**config.mk**
```make
export PLATFORM = sky130hd
export DESIGN_NAME = shell_subscript_scanner
export DESIGN_NICKNAME = d
export VERILOG_FILES = /design/src/rtl/sss_pkg.sv /design/src/rtl/sss_stack.sv /design/src/rtl/sss_scan.sv /design/src/rtl/shell_subscript_scanner.sv
export SDC_FILE = /design/constraint.sdc
export NUM_CORES = 1
export LEC_CHECK = 0
export BUFFER_PORTS_ARGS = -buffer_cell sky130_fd_sc_hd__buf_2
export CAP_MARGIN = 20
export CORE_UTILIZATION = 60
export CTS_CLUSTER_SIZE = 20
export DETAILED_ROUTE_END_ITERATION = 10
export PLACE_DENSITY = 0.77
export SETUP_SLACK_MARGIN = 0.1
export SLEW_MARGIN = 20
export SYNTH_ARGS = -nofsm -noshare
export SYNTH_HDL_FRONTEND = slang
export SYNTH_HIERARCHICAL = 1
export SYNTH_SLANG_ARGS = --single-unit
```
**constraint.sdc**
```tcl
create_clock -name clk -period 14.6 [get_ports clk]
set_input_delay 0.73 -clock clk [delete_from_list [all_inputs] [get_ports clk]]
set_output_delay 0.73 -clock clk [all_outputs]
set_load 0.05 [all_outputs]
```
**src/rtl/sss_pkg.sv**
```systemverilog
package sss_pkg;

  localparam int LEN_W  = 13;
  localparam int KIND_W = 2;

  localparam logic [7:0] CH_LBRACK = 8'h5B;
  localparam logic [7:0] CH_RBRACK = 8'h5D;
  localparam logic [7:0] CH_BSLASH = 8'h5C;
  localparam logic [7:0] CH_SQUOTE = 8'h27;
  localparam logic [7:0] CH_DQUOTE = 8'h22;
  localparam logic [7:0] CH_BQUOTE = 8'h60;
  localparam logic [7:0] CH_DOLLAR = 8'h24;
  localparam logic [7:0] CH_LPAREN = 8'h28;
  localparam logic [7:0] CH_LBRACE = 8'h7B;
  localparam logic [7:0] CH_RPAREN = 8'h29;
  localparam logic [7:0] CH_RBRACE = 8'h7D;
  localparam logic [7:0] CH_UNDER  = 8'h5F;
  localparam logic [7:0] CH_NL     = 8'h0A;

  typedef enum logic [1:0] {
    PH_FIRST,
    PH_NAME,
    PH_SUB,
    PH_DONE
  } phase_t;

  typedef enum logic [KIND_W-1:0] {
    K_TOP,
    K_DQ,
    K_PAREN,
    K_BRACE
  } kind_t;

  typedef struct packed {
    logic [7:0] text_byte;
    logic       word_end;
  } in_t;

  typedef struct packed {
    logic             name_valid;
    logic [LEN_W-1:0] name_length;
    logic             has_subscript;
    logic [LEN_W-1:0] subscript_length;
    logic [LEN_W-1:0] consumed_length;
    logic             overflow;
  } out_t;

  // stack commands from the scanner
  typedef struct packed {
    logic push;
    logic pop;
    logic write_top;
    logic clear;
  } stk_op_t;

  // stack status back to the scanner
  typedef struct packed {
    logic nonempty;
    logic full;
  } stk_stat_t;

  function automatic logic is_alpha(input logic [7:0] c);
    return (c >= 8'h61 && c <= 8'h7A) || (c >= 8'h41 && c <= 8'h5A) || c == CH_UNDER;
  endfunction

  function automatic logic is_word(input logic [7:0] c);
    return is_alpha(c) || (c >= 8'h30 && c <= 8'h39);
  endfunction

endpackage

```
**src/rtl/sss_stack.sv**
```systemverilog
module sss_stack import sss_pkg::*; #(
  parameter int STACK_DEPTH = 16,
  parameter int EW          = 14
) (
  input  logic          clk,
  input  logic          rst_n,
  input  stk_op_t       op,
  input  logic [EW-1:0] wdata,
  output logic [EW-1:0] top,
  output stk_stat_t     stat
);

  localparam int SPW = $clog2(STACK_DEPTH + 1);
  localparam int AW  = (STACK_DEPTH > 1) ? $clog2(STACK_DEPTH) : 1;

  logic [EW-1:0]  mem [STACK_DEPTH];
  logic [SPW-1:0] sp_r, sp_nxt;
  logic [SPW-1:0] sp_m1, rd_full;
  logic [EW-1:0]  top_r, top_nxt;
  logic [EW-1:0]  rd_q;
  logic           byp_r;
  logic [EW-1:0]  byp_d_r;
  logic [EW-1:0]  below;
  logic           full, wen;
  logic [AW-1:0]  waddr, raddr;

  // top entry lives in top_r, memory holds the entries beneath it
  assign full    = (sp_r == SPW'(STACK_DEPTH));
  assign sp_m1   = sp_r - SPW'(1);
  assign wen     = op.push && !full && (sp_r != '0);
  assign waddr   = sp_m1[AW-1:0];
  assign rd_full = sp_nxt - SPW'(2);
  assign raddr   = rd_full[AW-1:0];
  assign below   = byp_r ? byp_d_r : rd_q;

  always_comb begin
    sp_nxt  = sp_r;
    top_nxt = top_r;
    if (op.clear) begin
      sp_nxt = '0;
    end else if (op.push && !full) begin
      sp_nxt  = sp_r + SPW'(1);
      top_nxt = wdata;
    end else if (op.pop) begin
      sp_nxt  = sp_m1;
      top_nxt = below;
    end else if (op.write_top) begin
      top_nxt = wdata;
    end
  end

  always_ff @(posedge clk) begin
    if (!rst_n) begin
      sp_r <= '0;
    end else begin
      sp_r <= sp_nxt;
    end
  end

  // entry below the next top, read ahead with write-first bypass
  always_ff @(posedge clk) begin
    if (wen) begin
      mem[waddr] <= top_r;
    end
    rd_q    <= mem[raddr];
    byp_r   <= wen && (waddr == raddr);
    byp_d_r <= top_r;
    top_r   <= top_nxt;
  end

  assign top           = top_r;
  assign stat.nonempty = (sp_r != '0);
  assign stat.full     = full;

endmodule

```
**src/rtl/sss_scan.sv**
```systemverilog
module sss_scan import sss_pkg::*; #(
  parameter int MAX_WORD   = 4096,
  parameter int COUNT_BITS = 12
) (
  input  logic                        clk,
  input  logic                        rst_n,
  input  logic                        in_fire,
  input  in_t                         in_item,
  input  logic [KIND_W+COUNT_BITS-1:0] top_entry,
  input  stk_stat_t                   stk_stat,
  output stk_op_t                     stk_op,
  output logic [KIND_W+COUNT_BITS-1:0] stk_wdata,
  output logic                        res_valid,
  output out_t                        res
);

  localparam int PW = $clog2(MAX_WORD + 1);
  localparam int EW = KIND_W + COUNT_BITS;
  localparam logic [COUNT_BITS-1:0] CNT_MAX = {COUNT_BITS{1'b1}};
  localparam logic [PW-1:0] MAXW = PW'(MAX_WORD);

  phase_t phase_r, phase_nxt;
  logic [PW-1:0]         pos_r, pos_nxt, ident_r, ident_nxt, close_r, close_nxt;
  logic [COUNT_BITS-1:0] brk_r, brk_nxt;
  logic sq_r, sq_nxt, bq_r, bq_nxt, esc_r, esc_nxt, dol_r, dol_nxt, ovf_r, ovf_nxt;
  logic sub_done;
  logic [PW-1:0]         fin_ident, fin_close;
  logic                  fin_ovf;
  logic [7:0]            c;
  kind_t                 kind;
  logic [COUNT_BITS-1:0] depth, depth_nxt, brk_dec;
  logic [7:0]            opener, closer;
  logic [PW:0]           close_p1;
  logic [PW-1:0]         sub_len, consumed;
  logic [LEN_W+PW-1:0]   ext_ident, ext_sub, ext_cons;

  assign c      = in_item.text_byte;
  assign kind   = stk_stat.nonempty ? kind_t'(top_entry[EW-1 -: KIND_W]) : K_TOP;
  assign depth  = top_entry[COUNT_BITS-1:0];
  assign opener = (kind == K_PAREN) ? CH_LPAREN : CH_LBRACE;
  assign closer = (kind == K_PAREN) ? CH_RPAREN : CH_RBRACE;
  assign brk_dec = (brk_r != '0) ? brk_r - COUNT_BITS'(1) : brk_r;

  // datapath and stack commands
  always_comb begin
    pos_nxt   = pos_r;
    ident_nxt = ident_r;
    close_nxt = close_r;
    brk_nxt   = brk_r;
    sq_nxt    = sq_r;
    bq_nxt    = bq_r;
    esc_nxt   = esc_r;
    dol_nxt   = dol_r;
    ovf_nxt   = ovf_r;
    sub_done  = 1'b0;
    stk_op    = '0;
    stk_wdata = '0;
    depth_nxt = depth;
    if (in_fire) begin
      if (pos_r >= MAXW) begin
        ovf_nxt = 1'b1;
      end else begin
        pos_nxt = pos_r + PW'(1);
      end
      case (phase_r)
        PH_FIRST: begin
          if (is_alpha(c)) ident_nxt = PW'(1);
        end
        PH_NAME: begin
          if (is_word(c)) begin
            if (ident_r < MAXW) ident_nxt = ident_r + PW'(1);
            else ovf_nxt = 1'b1;
          end else if (c == CH_LBRACK) begin
            brk_nxt = COUNT_BITS'(1);
          end
        end
        PH_SUB: begin
          if (esc_r) begin
            esc_nxt = 1'b0;
          end else if (sq_r) begin
            if (c == CH_SQUOTE) sq_nxt = 1'b0;
          end else if (bq_r) begin
            if (c == CH_BQUOTE) bq_nxt = 1'b0;
          end else begin
            dol_nxt = 1'b0;
            if (dol_r && (c == CH_LPAREN || c == CH_LBRACE)) begin
              if (stk_stat.full) ovf_nxt = 1'b1;
              else stk_op.push = 1'b1;
              stk_wdata = {(c == CH_LPAREN) ? K_PAREN : K_BRACE, COUNT_BITS'(1)};
            end else if (c == CH_BSLASH) begin
              esc_nxt = 1'b1;
            end else if (c == CH_BQUOTE) begin
              bq_nxt = 1'b1;
            end else if (c == CH_SQUOTE && kind != K_DQ) begin
              sq_nxt = 1'b1;
            end else if (c == CH_DOLLAR) begin
              dol_nxt = 1'b1;
            end else if (c == CH_DQUOTE) begin
              if (kind == K_DQ) begin
                stk_op.pop = 1'b1;
              end else begin
                if (stk_stat.full) ovf_nxt = 1'b1;
                else stk_op.push = 1'b1;
                stk_wdata = {K_DQ, COUNT_BITS'(1)};
              end
            end else if (kind == K_TOP) begin
              if (c == CH_NL) begin
                sub_done = 1'b1;
              end else if (c == CH_LBRACK) begin
                if (brk_r < CNT_MAX) brk_nxt = brk_r + COUNT_BITS'(1);
                else ovf_nxt = 1'b1;
              end else if (c == CH_RBRACK) begin
                brk_nxt = brk_dec;
                if (brk_dec == '0) begin
                  close_nxt = pos_r;
                  sub_done  = 1'b1;
                end
              end
            end else if (kind != K_DQ) begin
              if (c == opener) begin
                if (depth < CNT_MAX) depth_nxt = depth + COUNT_BITS'(1);
                else ovf_nxt = 1'b1;
                stk_op.write_top = 1'b1;
              end else if (c == closer) begin
                if (depth != '0) depth_nxt = depth - COUNT_BITS'(1);
                if (depth_nxt == '0) stk_op.pop = 1'b1;
                else stk_op.write_top = 1'b1;
              end
              if (stk_op.write_top) stk_wdata = {kind, depth_nxt};
            end
          end
        end
        default: ;
      endcase
    end
    fin_ident = ident_nxt;
    fin_close = close_nxt;
    fin_ovf   = ovf_nxt;
    // word done: everything back to the start of a word
    if (in_fire && in_item.word_end) begin
      pos_nxt   = '0;
      ident_nxt = '0;
      close_nxt = '0;
      brk_nxt   = '0;
      sq_nxt    = 1'b0;
      bq_nxt    = 1'b0;
      esc_nxt   = 1'b0;
      dol_nxt   = 1'b0;
      ovf_nxt   = 1'b0;
      stk_op.clear = 1'b1;
    end
  end

  always_comb begin
    phase_nxt = phase_r;
    if (in_fire) begin
      if (in_item.word_end) begin
        phase_nxt = PH_FIRST;
      end else begin
        case (phase_r)
          PH_FIRST: phase_nxt = is_alpha(c) ? PH_NAME : PH_DONE;
          PH_NAME: begin
            if (!is_word(c)) phase_nxt = (c == CH_LBRACK) ? PH_SUB : PH_DONE;
          end
          PH_SUB: begin
            if (sub_done) phase_nxt = PH_DONE;
          end
          default: phase_nxt = phase_r;
        endcase
      end
    end
  end

  always_ff @(posedge clk) begin
    if (!rst_n) begin
      phase_r <= PH_FIRST;
      pos_r   <= '0;
      ident_r <= '0;
      close_r <= '0;
      brk_r   <= '0;
      sq_r    <= 1'b0;
      bq_r    <= 1'b0;
      esc_r   <= 1'b0;
      dol_r   <= 1'b0;
      ovf_r   <= 1'b0;
    end else begin
      phase_r <= phase_nxt;
      pos_r   <= pos_nxt;
      ident_r <= ident_nxt;
      close_r <= close_nxt;
      brk_r   <= brk_nxt;
      sq_r    <= sq_nxt;
      bq_r    <= bq_nxt;
      esc_r   <= esc_nxt;
      dol_r   <= dol_nxt;
      ovf_r   <= ovf_nxt;
    end
  end

  // result of the finished word
  assign close_p1 = {1'b0, fin_close} + (PW + 1)'(1);
  assign sub_len  = (fin_close > fin_ident) ? fin_close - fin_ident - PW'(1) : '0;
  always_comb begin
    if (fin_close == '0) begin
      consumed = fin_ident;
    end else if (close_p1 > {1'b0, MAXW}) begin
      consumed = MAXW;
    end else begin
      consumed = close_p1[PW-1:0];
    end
  end

  assign ext_ident = {{LEN_W{1'b0}}, fin_ident};
  assign ext_sub   = {{LEN_W{1'b0}}, sub_len};
  assign ext_cons  = {{LEN_W{1'b0}}, consumed};

  assign res_valid            = in_fire && in_item.word_end;
  assign res.name_valid       = (fin_ident != '0);
  assign res.name_length      = ext_ident[LEN_W-1:0];
  assign res.has_subscript    = (fin_close != '0);
  assign res.subscript_length = ext_sub[LEN_W-1:0];
  assign res.consumed_length  = ext_cons[LEN_W-1:0];
  assign res.overflow         = fin_ovf;

endmodule

```
**src/rtl/shell_subscript_scanner.sv**
```systemverilog
// Shell array subscript scanner: one byte of a shell word per input transaction, the last
// byte flagged by word_end. The block finds the leading identifier and, if '[' follows it,
// the matching ']', honoring backslash escapes, single, double and back quotes and nested
// $( ) / ${ } substitutions held on a context stack of STACK_DEPTH entries. A byte is taken
// every cycle with no gaps between words; exactly one result transaction leaves per word,
// held in the output register or, while that one holds a result, in the skid entry. The top
// stack entry sits in a register, the entry beneath it is read ahead from the stack memory
// by a registered read with a bypass for a same-cycle write, so pushes and pops run at full
// byte rate. A result register plus one skid entry let input keep flowing while a result
// waits; input stalls only when both hold a result. No clearing pass after reset is needed.
module shell_subscript_scanner import sss_pkg::*; #(
  parameter int MAX_WORD    = 4096,
  parameter int STACK_DEPTH = 16,
  parameter int COUNT_BITS  = 12
) (
  input  logic clk,
  input  logic rst_n,
  input  logic in_valid,
  output logic in_stall,
  input  in_t  in_data,
  output logic out_valid,
  input  logic out_stall,
  output out_t out_data
);

  localparam int EW = KIND_W + COUNT_BITS;

  logic          in_fire;
  stk_op_t       stk_op;
  stk_stat_t     stk_stat;
  logic [EW-1:0] stk_wdata, stk_top;
  logic          res_valid;
  out_t          res;

  // output register and skid entry
  logic out_valid_r, out_valid_nxt;
  logic skid_valid_r, skid_valid_nxt;
  out_t out_data_r, out_data_nxt;
  out_t skid_data_r;
  logic out_fire, out_load;

  assign in_stall = skid_valid_r;
  assign in_fire  = in_valid && !in_stall;

  sss_scan #(
    .MAX_WORD   (MAX_WORD),
    .COUNT_BITS (COUNT_BITS)
  ) u_scan (
    .clk       (clk),
    .rst_n     (rst_n),
    .in_fire   (in_fire),
    .in_item   (in_data),
    .top_entry (stk_top),
    .stk_stat  (stk_stat),
    .stk_op    (stk_op),
    .stk_wdata (stk_wdata),
    .res_valid (res_valid),
    .res       (res)
  );

  sss_stack #(
    .STACK_DEPTH (STACK_DEPTH),
    .EW          (EW)
  ) u_stack (
    .clk   (clk),
    .rst_n (rst_n),
    .op    (stk_op),
    .wdata (stk_wdata),
    .top   (stk_top),
    .stat  (stk_stat)
  );

  assign out_fire = out_valid_r && !out_stall;
  // output register free this cycle
  assign out_load = !out_valid_r || out_fire;

  always_comb begin
    out_valid_nxt  = out_valid_r;
    skid_valid_nxt = skid_valid_r;
    out_data_nxt   = out_data_r;
    if (out_load) begin
      if (skid_valid_r) begin
        out_valid_nxt  = 1'b1;
        out_data_nxt   = skid_data_r;
        skid_valid_nxt = 1'b0;
      end else begin
        out_valid_nxt = res_valid;
        out_data_nxt  = res;
      end
    end else if (res_valid) begin
      // result held downstream, park the new one
      skid_valid_nxt = 1'b1;
    end
  end

  always_ff @(posedge clk) begin
    if (!rst_n) begin
      out_valid_r  <= 1'b0;
      skid_valid_r <= 1'b0;
    end else begin
      out_valid_r  <= out_valid_nxt;
      skid_valid_r <= skid_valid_nxt;
    end
  end

  always_ff @(posedge clk) begin
    out_data_r <= out_data_nxt;
    if (!out_load && res_valid) begin
      skid_data_r <= res;
    end
  end

  assign out_valid = out_valid_r;
  assign out_data  = out_data_r;

  // skid entry only fills behind a held result
  a_skid_behind_out : assert property (@(posedge clk) disable iff (!rst_n)
    skid_valid_r |-> out_valid_r)
    else $error("skid entry valid without a result in the output register");

  // a word with no name reports nothing else but overflow
  a_no_name : assert property (@(posedge clk) disable iff (!rst_n)
    (out_valid && !out_data.name_valid) |->
      (out_data.name_length == '0 && !out_data.has_subscript &&
       out_data.consumed_length == '0))
    else $error("result without a name carries lengths");

  // without a subscript the consumed length is the name length
  a_no_sub : assert property (@(posedge clk) disable iff (!rst_n)
    (out_valid && !out_data.has_subscript) |->
      (out_data.subscript_length == '0 &&
       out_data.consumed_length == out_data.name_length))
    else $error("result without subscript has inconsistent lengths");

endmodule

```
==> flow_metrics.env <==
export IMPL_setup_violations=0
export IMPL_slew_headroom=0.238
export IMPL_tritoncts="built"
export IMPL_whs_ns=0.485
export IMPL_synth_area_mm2=0.0209
export IMPL_path_class="reg2reg"
export IMPL_startpoint="u_stack/top[0]$_DFFE_PP_"
export IMPL_place_area_mm2=0.0214
export IMPL_cts_made_buffers=43
export IMPL_synthArstFlopShare=0
export IMPL_via_per_inst=6.40
export IMPL_clk_path_buf_depth=3
export IMPL_power_leakage_nw=7.97
export IMPL_drv_cap=0
export IMPL_cp_arrival_ns=7.47
export IMPL_ys_seq_area_frac=0.553
export IMPL_syn2layout_area_growth_pct=9.20
export IMPL_postRouteAntennaNets=0
export IMPL_slew_viol_final=0
export IMPL_start_kind="flop"
export IMPL_cts_repair_resized=0
export IMPL_status="completed"
export IMPL_finalCriticalPeriod_ns=7.06
export IMPL_synthFlopType="edfxtp_1"
export IMPL_cts_sinks=416
export IMPL_num_fill_cells=2567
export IMPL_rows=67
export IMPL_overflow=0
export IMPL_hpwl_um=33600
export IMPL_grtUsageTotal=0.297
export IMPL_drcViolationCount=0
export IMPL_wl_um=52700
export IMPL_grt_pass1_vias=14501
export IMPL_routedWlPerCell_um=21.7
export IMPL_worstPathRequired_ns=15.01
export IMPL_fin_crit_sh=0.484
export IMPL_synthCells=1945
export IMPL_layout_commonest_cell="edfxtp_1"
export IMPL_cp_endpoint="u_stack/rd_q[1]$_DFF_P_"
export IMPL_finalHoldViolCount=0
export IMPL_core_region_area_mm2=0.0339
export IMPL_drive_gt1_frac=0.133
export IMPL_irDropWorstVdd_mv=0.109
export IMPL_path_clk_slew_ns=0.06
export IMPL_critPathCaptureType="flop"
export IMPL_crit_fanout=46
export IMPL_grt_pass1_wl_um=81900
export IMPL_num_vias=15556
export IMPL_die_area_mm2=0.0356
export IMPL_final_nets=1993
export IMPL_antenna_found_initial=1
export IMPL_r2r_end="u_stack/rd_q[1]$_DFF_P_"
export IMPL_htreeDepth=2
export IMPL_powerDensity_mw_per_mm2=108
export IMPL_r2r_setup_slack_ns=7.54
export IMPL_start_util=0.617
export IMPL_cts_setup_buffers=0
export IMPL_min_path_type="reg2reg"
export IMPL_synth_edf_count=322
export IMPL_numPortBuffers=56
export IMPL_worst_slew_pin_slew_ns=1.14
export IMPL_io_pins=57
export IMPL_synth_seq_cells=416
export IMPL_num_antenna_cells=0
export IMPL_clock_skew_ns=0.0208
export IMPL_drtPass1Iterations=6
export IMPL_drt_iter0_markers=1758
export IMPL_synth_nets=1991
export IMPL_post_route_util=0.673
export IMPL_yosysWarnings=6
export IMPL_critPathSlowestCell="xnor2_4"
export IMPL_total_power_mw=2.47
export IMPL_final_cell_mix="edfxtp_1 (322), nand2_1 (280), nor2_1 (150)"
export IMPL_routabilityCongestion=0.923
export IMPL_syn_area_per_cell_um2=10.7
export IMPL_insertion_delay_ns=0.57
export IMPL_cts_hold_buf=0
export IMPL_cts_root_buffer="clkbuf_16"
export IMPL_rr_startpoint="u_stack/top[0]$_DFFE_PP_"
export IMPL_worstPathCellList="inv_1, ha_1, or3b_2, nor4_2, nor4b_1, xor2_1, a2111oi_0, nand4_1, a21oi_1, inv_1, a211oi_1, or4_1, buf_4, o211ai_4, xnor2_4, a311oi_1, a311oi_1, a31oi_1"
export IMPL_yosysUniqueCellTypes=100
export IMPL_fmax_mhz=142
export IMPL_fin_tns_setup_ns=0
export IMPL_dieHeight_um=189
export IMPL_rsz0062_at_grt="false"
export IMPL_die_x_um=189
export IMPL_ff2ff_path_depth=18
export IMPL_cpPeakStageDelay_ns=0.91
export IMPL_grt_max_degree=82
export IMPL_fin_area_mm2=0.0228
==> per-layer routing <==
layer	track usage	up-vias	wire [µm]
li1	-	7191	-
met1	0.441	7524	23500
met2	0.446	761	23300
met3	0.0579	78	4730
met4	0.0791	2	1080
met5	0	-	13
==> cells by family (layout without fill, tap and decap cells) <==
kind of cell               after synthesis  in the layout  synth area share
AOI/OAI and AO/OA                      341            341             0.115
xor gates and xnor gates                64             64            0.0276
adders and majority gates               33             33            0.0201
buffers and inverters                  179            215            0.0402
DFF                                    416            416             0.553
muxes                                   87             87            0.0522
and+or+nand+nor                        825            825             0.192
==> flip-flops by register name (all words and copies together) (netlist names), 5 cells and up <==
register         count
u_stack/mem        224
out_data            42
skid_data_r         42
u_stack/byp_d_r     14
u_stack/rd_q        14
u_stack/top         14
u_scan/close_r      13
u_scan/ident_r      13
u_scan/pos_r        13
u_scan/brk_r        12
u_stack/sp_r         5
==> cell usage after synthesis (all sizes together) (36+ instances only) <==
library cell  instances  area share
a21oi                90       0.022
buf                  48       0.016
clkbuf               75       0.014
dfxtp                94       0.090
edfxtp              322        0.46
inv                  54      0.0097
mux2                 49       0.033
mux2i                38       0.019
nand2               284       0.051
nand3               129       0.031
nor2                168       0.030
nor3                 50       0.013
o21ai                46       0.011
xnor2                36       0.016
==> per-stage QoR <==
step	setup slack (ns)	instances
2_1_floorplan	8.86	1945
3_3_place_gp	7.90	2350
3_5_place_dp	7.49	2350
4_1_cts	7.50	2429
5_1_grt	7.02	2429
6_report	7.54	2429
==> final cells by class <==
type	instances	area (µm²)	area share
clock buffers	60	1230	0.0540
clock inverters	19	173	0.00757
inverters	56	215	0.00944
multi-input cells	1350	8610	0.378
flip-flops and latches	416	11600	0.507
well taps	448	561	0.0246
repair buffers	80	460	0.0202
==> how the worst min path moves through the flow <==
stage                                                 to  cells past startpoint  slack (ns)                     start
after global routing      u_scan/phase_r[1]$_SDFFE_PN0P_                      2        0.50                     rst_n
after global placement          u_scan/sq_r$_SDFFE_PP0P_                      2        0.47  u_scan/sq_r$_SDFFE_PP0P_
after CTS                 u_scan/phase_r[1]$_SDFFE_PN0P_                      2        0.47                     rst_n
after detailed placement        u_scan/sq_r$_SDFFE_PP0P_                      2        0.47  u_scan/sq_r$_SDFFE_PP0P_
after floorplan                 u_scan/sq_r$_SDFFE_PP0P_                      2        0.46  u_scan/sq_r$_SDFFE_PP0P_
final                           u_scan/sq_r$_SDFFE_PP0P_                      2        0.48  u_scan/sq_r$_SDFFE_PP0P_
==> power by group <==
part           internal (mW)  leakage, nW  switching [mW]
sequential              1.27         3.21         0.00466
clock                  0.628        0.680           0.454
combinational         0.0296         4.08          0.0766
total                   1.93         7.97           0.535
==> critical path, delay by kind of cell, from the launching register on <==
family	cells	cell delay (ns)
AOI/OAI and AO/OA	7	2.33
xor gates and xnor gates	2	1.11
adders and majority gates	1	0.27
buffers and inverters	3	0.97
DFF	1	0.71
and+or+nand+nor	5	1.48
Power figures use the tool's default switching activity.
